## src/design/sdsce_pkg.sv

```systemverilog
// Shared types and constants for the SD SPI-mode command engine.
// Used by sdsce_step and sd_spi_command_engine_unit; depends on nothing.
package sdsce_pkg;

   // Request opcodes carried in req_tuser.
   localparam logic [1:0] OP_START = 2'd0;
   localparam logic [1:0] OP_BYTE  = 2'd1;
   localparam logic [1:0] OP_TICK  = 2'd2;

   // Result kinds carried in rsp_tuser.
   localparam logic KIND_TX     = 1'b0;
   localparam logic KIND_FINISH = 1'b1;

   // Sequencer phase codes.
   localparam logic [2:0] PH_IDLE    = 3'd0;
   localparam logic [2:0] PH_DESEL   = 3'd1;
   localparam logic [2:0] PH_READY   = 3'd2;
   localparam logic [2:0] PH_SEND    = 3'd3;
   localparam logic [2:0] PH_DISCARD = 3'd4;
   localparam logic [2:0] PH_RESP    = 3'd5;
   localparam logic [2:0] PH_FAIL    = 3'd6;

   // Command indexes with special handling.
   localparam logic [5:0] IDX_STOP   = 6'd12;
   localparam logic [5:0] IDX_IFCOND = 6'd8;
   localparam logic [5:0] IDX_APP    = 6'd55;

   // Byte constants of the SPI-mode protocol.
   localparam logic [7:0] BYTE_IDLE   = 8'hFF;
   localparam logic [7:0] CMD_START   = 8'h40;
   localparam logic [7:0] CRC_IFCOND  = 8'h87;
   localparam logic [7:0] CRC_DEFAULT = 8'h95;

   // Configuration registers.
   localparam logic       CSR_READY_TIMEOUT  = 1'b0;
   localparam logic       CSR_RESPONSE_POLLS = 1'b1;
   localparam logic [15:0] READY_TIMEOUT_RST  = 16'd500;
   localparam logic [7:0]  RESPONSE_POLLS_RST = 8'd10;

   typedef struct packed {
      logic [2:0]  phase;
      logic [5:0]  command_index;
      logic        app_pending;
      logic [31:0] argument;
      logic [2:0]  byte_count;
      logic [7:0]  poll_count;
      logic [15:0] tick_count;
      logic        timed_out;
      logic        select_low;
   } state_type;

   typedef struct packed {
      logic       valid;
      logic       kind;
      logic [7:0] tx_byte;
      logic       chip_select_low;
      logic [7:0] response;
   } result_type;

endpackage

```

## src/design/sdsce_step.sv

```systemverilog
// Next-state and result logic of the SD SPI-mode command sequencer.
// Purely combinational; depends on sdsce_pkg.
module sdsce_step (
   input  sdsce_pkg::state_type  state,
   input  logic [1:0]            opcode,
   input  logic [7:0]            cmd_code,
   input  logic [31:0]           argument,
   input  logic [7:0]            rx_byte,
   input  logic [15:0]           ready_timeout,
   input  logic [7:0]            response_polls,
   output sdsce_pkg::state_type  next_state,
   output sdsce_pkg::result_type result
);

   logic [5:0]  active_idx;
   logic [5:0]  begin_idx;
   logic [31:0] send_arg;
   logic [7:0]  arg_byte;
   logic [15:0] tick_next;
   logic [7:0]  poll_next;

   assign active_idx = state.app_pending ? sdsce_pkg::IDX_APP : state.command_index;
   assign send_arg   = state.app_pending ? 32'd0 : state.argument;
   assign tick_next  = (state.tick_count < ready_timeout) ? state.tick_count + 16'd1
                                                          : state.tick_count;
   assign poll_next  = (state.poll_count != 8'd0) ? state.poll_count - 8'd1 : 8'd0;

   always_comb begin
      case (state.byte_count[1:0])
         2'd0:    arg_byte = send_arg[31:24];
         2'd1:    arg_byte = send_arg[23:16];
         2'd2:    arg_byte = send_arg[15:8];
         default: arg_byte = send_arg[7:0];
      endcase
   end

   always_comb begin
      next_state = state;
      result     = '0;
      begin_idx  = '0;

      unique case (opcode)
         sdsce_pkg::OP_START: begin
            if (state.phase == sdsce_pkg::PH_IDLE) begin
               next_state.command_index = cmd_code[5:0];
               next_state.argument      = argument;
               next_state.app_pending   = cmd_code[7];
               begin_idx = cmd_code[7] ? sdsce_pkg::IDX_APP : cmd_code[5:0];
               result.valid = 1'b1;
               result.kind  = sdsce_pkg::KIND_TX;
               if (begin_idx == sdsce_pkg::IDX_STOP) begin
                  next_state.phase      = sdsce_pkg::PH_SEND;
                  next_state.byte_count = 3'd0;
                  result.tx_byte        = sdsce_pkg::CMD_START | {2'b00, begin_idx};
               end else begin
                  next_state.select_low = 1'b0;
                  next_state.phase      = sdsce_pkg::PH_DESEL;
                  result.tx_byte        = sdsce_pkg::BYTE_IDLE;
               end
            end
         end
         sdsce_pkg::OP_TICK: begin
            if (state.phase == sdsce_pkg::PH_READY) begin
               next_state.tick_count = tick_next;
               if (tick_next >= ready_timeout) next_state.timed_out = 1'b1;
            end
         end
         sdsce_pkg::OP_BYTE: begin
            result.kind = sdsce_pkg::KIND_TX;
            case (state.phase)
               sdsce_pkg::PH_DESEL: begin
                  next_state.select_low = 1'b1;
                  next_state.tick_count = 16'd0;
                  next_state.timed_out  = 1'b0;
                  next_state.phase      = sdsce_pkg::PH_READY;
                  result.valid          = 1'b1;
                  result.tx_byte        = sdsce_pkg::BYTE_IDLE;
               end
               sdsce_pkg::PH_READY: begin
                  result.valid = 1'b1;
                  if (state.timed_out) begin
                     next_state.select_low = 1'b0;
                     next_state.phase      = sdsce_pkg::PH_FAIL;
                     result.tx_byte        = sdsce_pkg::BYTE_IDLE;
                  end else if (rx_byte == sdsce_pkg::BYTE_IDLE) begin
                     next_state.phase      = sdsce_pkg::PH_SEND;
                     next_state.byte_count = 3'd0;
                     result.tx_byte        = sdsce_pkg::CMD_START | {2'b00, active_idx};
                  end else begin
                     result.tx_byte = sdsce_pkg::BYTE_IDLE;
                  end
               end
               sdsce_pkg::PH_FAIL: begin
                  next_state.phase       = sdsce_pkg::PH_IDLE;
                  next_state.app_pending = 1'b0;
                  result.valid           = 1'b1;
                  result.kind            = sdsce_pkg::KIND_FINISH;
                  result.response        = sdsce_pkg::BYTE_IDLE;
               end
               sdsce_pkg::PH_SEND: begin
                  result.valid = 1'b1;
                  if (state.byte_count < 3'd4) begin
                     next_state.byte_count = state.byte_count + 3'd1;
                     result.tx_byte        = arg_byte;
                  end else if (state.byte_count == 3'd4) begin
                     next_state.byte_count = 3'd5;
                     result.tx_byte = (active_idx == sdsce_pkg::IDX_IFCOND)
                                      ? sdsce_pkg::CRC_IFCOND : sdsce_pkg::CRC_DEFAULT;
                  end else begin
                     next_state.byte_count = 3'd0;
                     next_state.poll_count = (response_polls != 8'd0) ? response_polls
                                                                       : 8'd1;
                     next_state.phase = (active_idx == sdsce_pkg::IDX_STOP)
                                        ? sdsce_pkg::PH_DISCARD : sdsce_pkg::PH_RESP;
                     result.tx_byte   = sdsce_pkg::BYTE_IDLE;
                  end
               end
               sdsce_pkg::PH_DISCARD: begin
                  next_state.phase = sdsce_pkg::PH_RESP;
                  result.valid     = 1'b1;
                  result.tx_byte   = sdsce_pkg::BYTE_IDLE;
               end
               sdsce_pkg::PH_RESP: begin
                  next_state.poll_count = poll_next;
                  result.valid          = 1'b1;
                  if (rx_byte[7] && poll_next != 8'd0) begin
                     result.tx_byte = sdsce_pkg::BYTE_IDLE;
                  end else if (state.app_pending && rx_byte <= 8'd1) begin
                     // CMD55 accepted: launch the real command.
                     next_state.app_pending = 1'b0;
                     begin_idx = state.command_index;
                     if (begin_idx == sdsce_pkg::IDX_STOP) begin
                        next_state.phase      = sdsce_pkg::PH_SEND;
                        next_state.byte_count = 3'd0;
                        result.tx_byte = sdsce_pkg::CMD_START | {2'b00, begin_idx};
                     end else begin
                        next_state.select_low = 1'b0;
                        next_state.phase      = sdsce_pkg::PH_DESEL;
                        result.tx_byte        = sdsce_pkg::BYTE_IDLE;
                     end
                  end else begin
                     next_state.phase       = sdsce_pkg::PH_IDLE;
                     next_state.app_pending = 1'b0;
                     result.kind            = sdsce_pkg::KIND_FINISH;
                     result.response = state.app_pending ? sdsce_pkg::BYTE_IDLE : rx_byte;
                  end
               end
               default: begin
                  result.valid = 1'b0;
               end
            endcase
         end
         default: begin
            result.valid = 1'b0;
         end
      endcase

      result.chip_select_low = next_state.select_low;
   end

endmodule

```

## src/design/sd_spi_command_engine_unit.sv

```systemverilog
// SD SPI-mode command engine: the result of an accepted request is registered in the output
// register at the next clock edge; throughput one request per cycle while the output register
// is empty or being drained, set by the single state update in sdsce_step. A request may be
// accepted in the same cycle that a waiting result is taken. Reset is synchronous and active
// high: it returns the sequencer to idle with chip select released and loads the timeout
// (500 ticks) and poll (10 bytes) defaults. Depends on sdsce_pkg and sdsce_step.
module sd_spi_command_engine_unit (
   input  logic        clock,
   input  logic        reset,
   // Request channel.
   input  logic        req_tvalid,
   output logic        req_tready,
   input  logic [47:0] req_tdata,   // cmd_code[7:0], argument[39:8], rx_byte[47:40]
   input  logic [1:0]  req_tuser,   // opcode
   // Result channel.
   output logic        rsp_tvalid,
   input  logic        rsp_tready,
   output logic [23:0] rsp_tdata,   // tx_byte[7:0], chip_select_low[8], response[16:9], zeros
   output logic        rsp_tuser,   // kind
   // Configuration write port.
   input  logic        csr_we,
   input  logic        csr_index,
   input  logic [15:0] csr_wdata
);

   sdsce_pkg::state_type  state_ff, state_in;
   sdsce_pkg::result_type step_result;
   logic [15:0] ready_timeout_ff;
   logic [7:0]  response_polls_ff;
   logic        out_valid_ff;
   logic        out_kind_ff;
   logic [7:0]  out_tx_ff;
   logic        out_csl_ff;
   logic [7:0]  out_resp_ff;
   logic        accept;

   // The output register can take a new result when it is empty or being drained.
   assign req_tready = !out_valid_ff || rsp_tready;
   assign accept     = req_tvalid && req_tready;

   sdsce_step u_step (
      .state          (state_ff),
      .opcode         (req_tuser),
      .cmd_code       (req_tdata[7:0]),
      .argument       (req_tdata[39:8]),
      .rx_byte        (req_tdata[47:40]),
      .ready_timeout  (ready_timeout_ff),
      .response_polls (response_polls_ff),
      .next_state     (state_in),
      .result         (step_result)
   );

   // Configuration registers. Writes must arrive only while the engine is idle; the block does not enforce this.
   always_ff @(posedge clock) begin
      if (reset) begin
         ready_timeout_ff  <= sdsce_pkg::READY_TIMEOUT_RST;
         response_polls_ff <= sdsce_pkg::RESPONSE_POLLS_RST;
      end else if (csr_we) begin
         unique case (csr_index)
            sdsce_pkg::CSR_READY_TIMEOUT:  ready_timeout_ff  <= csr_wdata;
            sdsce_pkg::CSR_RESPONSE_POLLS: response_polls_ff <= csr_wdata[7:0];
            default:                       ready_timeout_ff  <= ready_timeout_ff;
         endcase
      end
   end

   // Sequencer state moves only when a request is accepted.
   always_ff @(posedge clock) begin
      if (reset) begin
         state_ff <= '0;
      end else if (accept) begin
         state_ff <= state_in;
      end
   end

   // Output register: the valid flag is control; the payload just follows it.
   always_ff @(posedge clock) begin
      if (reset) begin
         out_valid_ff <= 1'b0;
      end else if (accept) begin
         out_valid_ff <= step_result.valid;
      end else if (rsp_tready) begin
         out_valid_ff <= 1'b0;
      end
   end

   always_ff @(posedge clock) begin
      if (accept && step_result.valid) begin
         out_kind_ff <= step_result.kind;
         out_tx_ff   <= step_result.tx_byte;
         out_csl_ff  <= step_result.chip_select_low;
         out_resp_ff <= step_result.response;
      end
   end

   assign rsp_tvalid = out_valid_ff;
   assign rsp_tuser  = out_kind_ff;
   assign rsp_tdata  = {7'd0, out_resp_ff, out_csl_ff, out_tx_ff};

   // A finished command leaves the sequencer idle until the result is taken.
   a_finish_idle: assert property (@(posedge clock) disable iff (reset)
      (rsp_tvalid && rsp_tuser == sdsce_pkg::KIND_FINISH) |->
         (state_ff.phase == sdsce_pkg::PH_IDLE))
      else $error("finish result present while sequencer busy");

   // A stalled result blocks all state movement.
   a_stall_holds: assert property (@(posedge clock) disable iff (reset)
      (rsp_tvalid && !rsp_tready) |=> $stable(state_ff))
      else $error("sequencer state moved during output stall");

   // While collecting R1 there is always at least one poll left.
   a_resp_polls: assert property (@(posedge clock) disable iff (reset)
      (state_ff.phase == sdsce_pkg::PH_RESP) |-> (state_ff.poll_count != 8'd0))
      else $error("response phase with empty poll budget");

endmodule
```

## config.mk

```make
export PLATFORM = sky130hd
export DESIGN_NAME = sd_spi_command_engine_unit
export DESIGN_NICKNAME = d
export VERILOG_FILES = /design/src/design/sdsce_pkg.sv /design/src/design/sdsce_step.sv /design/src/design/sd_spi_command_engine_unit.sv
export SDC_FILE = /design/constraint.sdc
export NUM_CORES = 1
export LEC_CHECK = 0
export BUFFER_PORTS_ARGS = -buffer_cell sky130_fd_sc_hd__buf_2
export CAP_MARGIN = 20
export CORE_MARGIN = 2
export CORE_UTILIZATION = 50
export CTS_CLUSTER_SIZE = 16
export DETAILED_ROUTE_END_ITERATION = 10
export MAX_ROUTING_LAYER = met4
export PLACE_DENSITY = 0.81
export SLEW_MARGIN = 20
export SYNTH_ARGS = -nofsm -noshare
export SYNTH_HDL_FRONTEND = slang
export SYNTH_SLANG_ARGS = --single-unit
```

## constraint.sdc

```tcl
create_clock -name clock -period 4 [get_ports clock]
set_input_delay 0.8 -clock clock [delete_from_list [all_inputs] [get_ports clock]]
set_output_delay 0.8 -clock clock [all_outputs]
set_load 0.05 [all_outputs]
```

==> out/metrics.cfg <==
[placement]
pre_cts_slack_ns=0.502
port_buffers=90
gp_congestion=0.899
dpl_cell_area_mm2=0.00732
place_hpwl_mm=12.2

[sta]
tightest_slew_ns=0.974
finalCritPeriodShare_pct=89.6
slew_violations=0
rsz0062_at_grt=false
final.setup.tns_ns=0
fmax_ghz=0.279
skew_ns=0.00762
slew_headroom_pct=35.1
min_period_ns=3.58
setup_ws_ns=0.417
hold_viol_final=0
setup_violations=0

[setup_path]
crit_fanout=15
worstPathArrival_ns=3.92
critPathLaunch=state_ff[11]$_SDFFE_PP0P_
rr_endpoint=state_ff[1]$_SDFFE_PP0P_
end_kind=flop
startpoint_type=flop
r2r_cells=13
r2r_start=state_ff[11]$_SDFFE_PP0P_
rrSetupSlack_ns=0.42
crit_path_end=state_ff[1]$_SDFFE_PP0P_
crit_type=reg -> reg
cp.required_ns=4.34

[global_routing]
grt_usage_pct=24.8
grt_pass1_wl_mm=28.2
grt_max_degree=54
antenna_found_initial=0
overflow=0
grt_pass1_vias=5841

[outcome]
outcome=finished, final reports clean

[finish]
drive_gt1_share_pct=16.3
nFillCells=1198
final_area_mm2=0.00792
mostFrequentLayoutCell=nand2_1
utilization_pct=59.3
area_growth_pct=15.4
multiInputGateArea_mm2=0.00400
final_net_count=1041
regArea_mm2=0.00246
n_antenna_cell=0
most-common-layout-cells=157 x nand2_1, 110 x a21oi_1, 96 x dfxtp_1, 90 x buf_2, 67 x nor2_1

[routing]
ant_nets=0
post_drt_wl_per_cell_um=15.3
firstDrtPassIters=5
drc=0
dr_total_vias=6535
routed_wl_mm=17.2
drtIter0Drc=593
viasPerCell=5.83

[cts]
h-tree-depth=4
cts_buffers=17
clock_latency_ns=0.42
cts-root-buf=clkbuf_16
path_clk_slew_ns=0.06
clock_sinks=114
cts_resized=0
postCtsSetupBuffers=0
ctsHoldBuffers=0
cts_tree=yes
cts_buffer_depth=2

[floorplanning]
core_mm2=0.0133
fp.dieW_um=121
die_y_um=121
die_area_mm2=0.0147
initial_core_util_pct=51.4
fp-row-count=42
ios=99

[synth]
yosysTopAreaCellShare_pct=28.0
syn_area_per_cell_um2=7.90
synth_cells=869
netlist_top_cells_area=dfxtp_1 28%, nand2_1 8.6%, a21oi_1 8.1%
async_flop_share_pct=0
synth_top_area_cell=dfxtp_1
synth_ff_type=dfxtp_1
synth_edf_count=18
yosysSeqAreaShare_pct=35.9
netlist_area_mm2=0.00686
ys_ff_latch=114
synth.distinct_cells=78
ys_warn_count=0

[pwr]
vdd_drop_max_mv=0.240
p_leak_nw=3.11
p_per_area_mw_per_mm2=382
power.total_mw=3.03

[min_path]
hold_path.startpoint=ready_timeout_ff[10]$_SDFFE_PP0P_
hold_path.class=reg -> reg

[flow_run]
drv_cap=0

-- per-stage QoR --
| step | hold WS [ns] | instances |
|---|---|---|
| floorplan | 0.436 | 875 |
| global placement | 0.442 | 1089 |
| detailed placement | 0.447 | 1089 |
| CTS | 0.454 | 1121 |
| global route | 0.473 | 1121 |
| finish | 0.454 | 1121 |
-- sequential cells by signal, indices dropped and copies added (netlist names) --
signal and cells:
out_csl_ff 1, out_resp_ff 8, state_ff 71, response_polls_ff 8, rsp_tuser 1, ready_timeout_ff 16
out_tx_ff 8, rsp_tvalid 1
-- worst min path at each step --
stage          slack, ns                           endpoint  depth (start not counted)
6_report            0.45  ready_timeout_ff[10]$_SDFFE_PP0P_                          2
3_3_place_gp        0.44          state_ff[59]$_SDFFE_PP0P_                          2
4_1_cts             0.45  ready_timeout_ff[13]$_SDFFE_PP0P_                          2
3_5_place_dp        0.45  ready_timeout_ff[13]$_SDFFE_PP0P_                          2
5_1_grt             0.47  ready_timeout_ff[10]$_SDFFE_PP0P_                          2
2_1_floorplan       0.44          state_ff[57]$_SDFFE_PP0P_                          2
-- layout make-up --
| class | instances | share of cell area, % |
|---|---|---|
| Clock buffer | 20 | 5.91 |
| Clock inverter | 12 | 1.53 |
| Inverter | 32 | 1.52 |
| Multi-Input combinational cell | 667 | 50.5 |
| Sequential cell | 114 | 31.1 |
| Tap cell | 176 | 2.78 |
| Timing Repair Buffer | 100 | 6.64 |
-- synth_stat cells, types with 3 or more instances --
library cell  instances
o21ai_0              40
o2111ai_1             4
xor2_1               14
dfxtp_1              96
nand3b_1              5
or4_1                 8
or4b_1                4
clkbuf_1             32
a222oi_1              8
nand2b_1             12
nor3_1               21
mux2i_1               6
nor2_1               67
inv_1                32
nand4_1              11
edfxtp_1             18
nor2b_1              12
nor4_1                6
a31oi_1               7
nand2_1             157
a211oi_1             11
o211ai_1              8
buf_4                 8
ha_1                 37
or3_1                 3
a211o_1              10
nor3b_1               3
buf_6                 4
nor4bb_1              3
buf_2                13
nor4_2                3
nand3_1              15
o22ai_1               6
and2_1                6
or2_2                 3
xnor2_1               5
a21o_1                6
a21oi_1             111
buf_1                 3
-- power by group --
part | total [mW] | switching, mW | internal (mW)
Clock | 1.48 | 0.566 | 0.915
Sequential | 1.23 | 0.0304 | 1.20
Combinational | 0.313 | 0.206 | 0.107
Total | 3.03 | 0.803 | 2.23
-- per-layer routing --
| layer | wire (µm) | up-vias | part of all wire [%] | GRT usage, % |
|---|---|---|---|---|
| li1 | - | 3234 | - | - |
| met1 | 7780 | 2997 | 45 | 33.4 |
| met2 | 7730 | 269 | 45 | 36.8 |
| met3 | 1230 | 35 | 7.2 | 4.89 |
| met4 | 417 | 0 | 2.4 | 9.77 |
| met5 | 0 | - | 0 | - |
-- critical path, stage by stage, from the launching register on --
cell and delay, ns:
dfxtp_1 0.51, ha_1 0.26, o21ai_0 0.10, o21ai_0 0.23
a21oi_1 0.11, a21oi_1 0.70, buf_4 0.33, nor3_1 0.09
xor2_1 0.17, ha_1 0.31, nand4_1 0.09, nor4_1 0.28
a21oi_1 0.13, a211oi_1 0.19
-- cell families after synthesis --
kind of cell | share of synthesized area [%]
compound gates | 22.0
xor+xnor | 2.42
fa+ha+maj | 6.75
buf+inv | 6.29
flops | 35.9
mux | 1.04
other cells | 0.0546
simple gates | 25.6
Note: power is estimated with default switching activity, not from simulation.
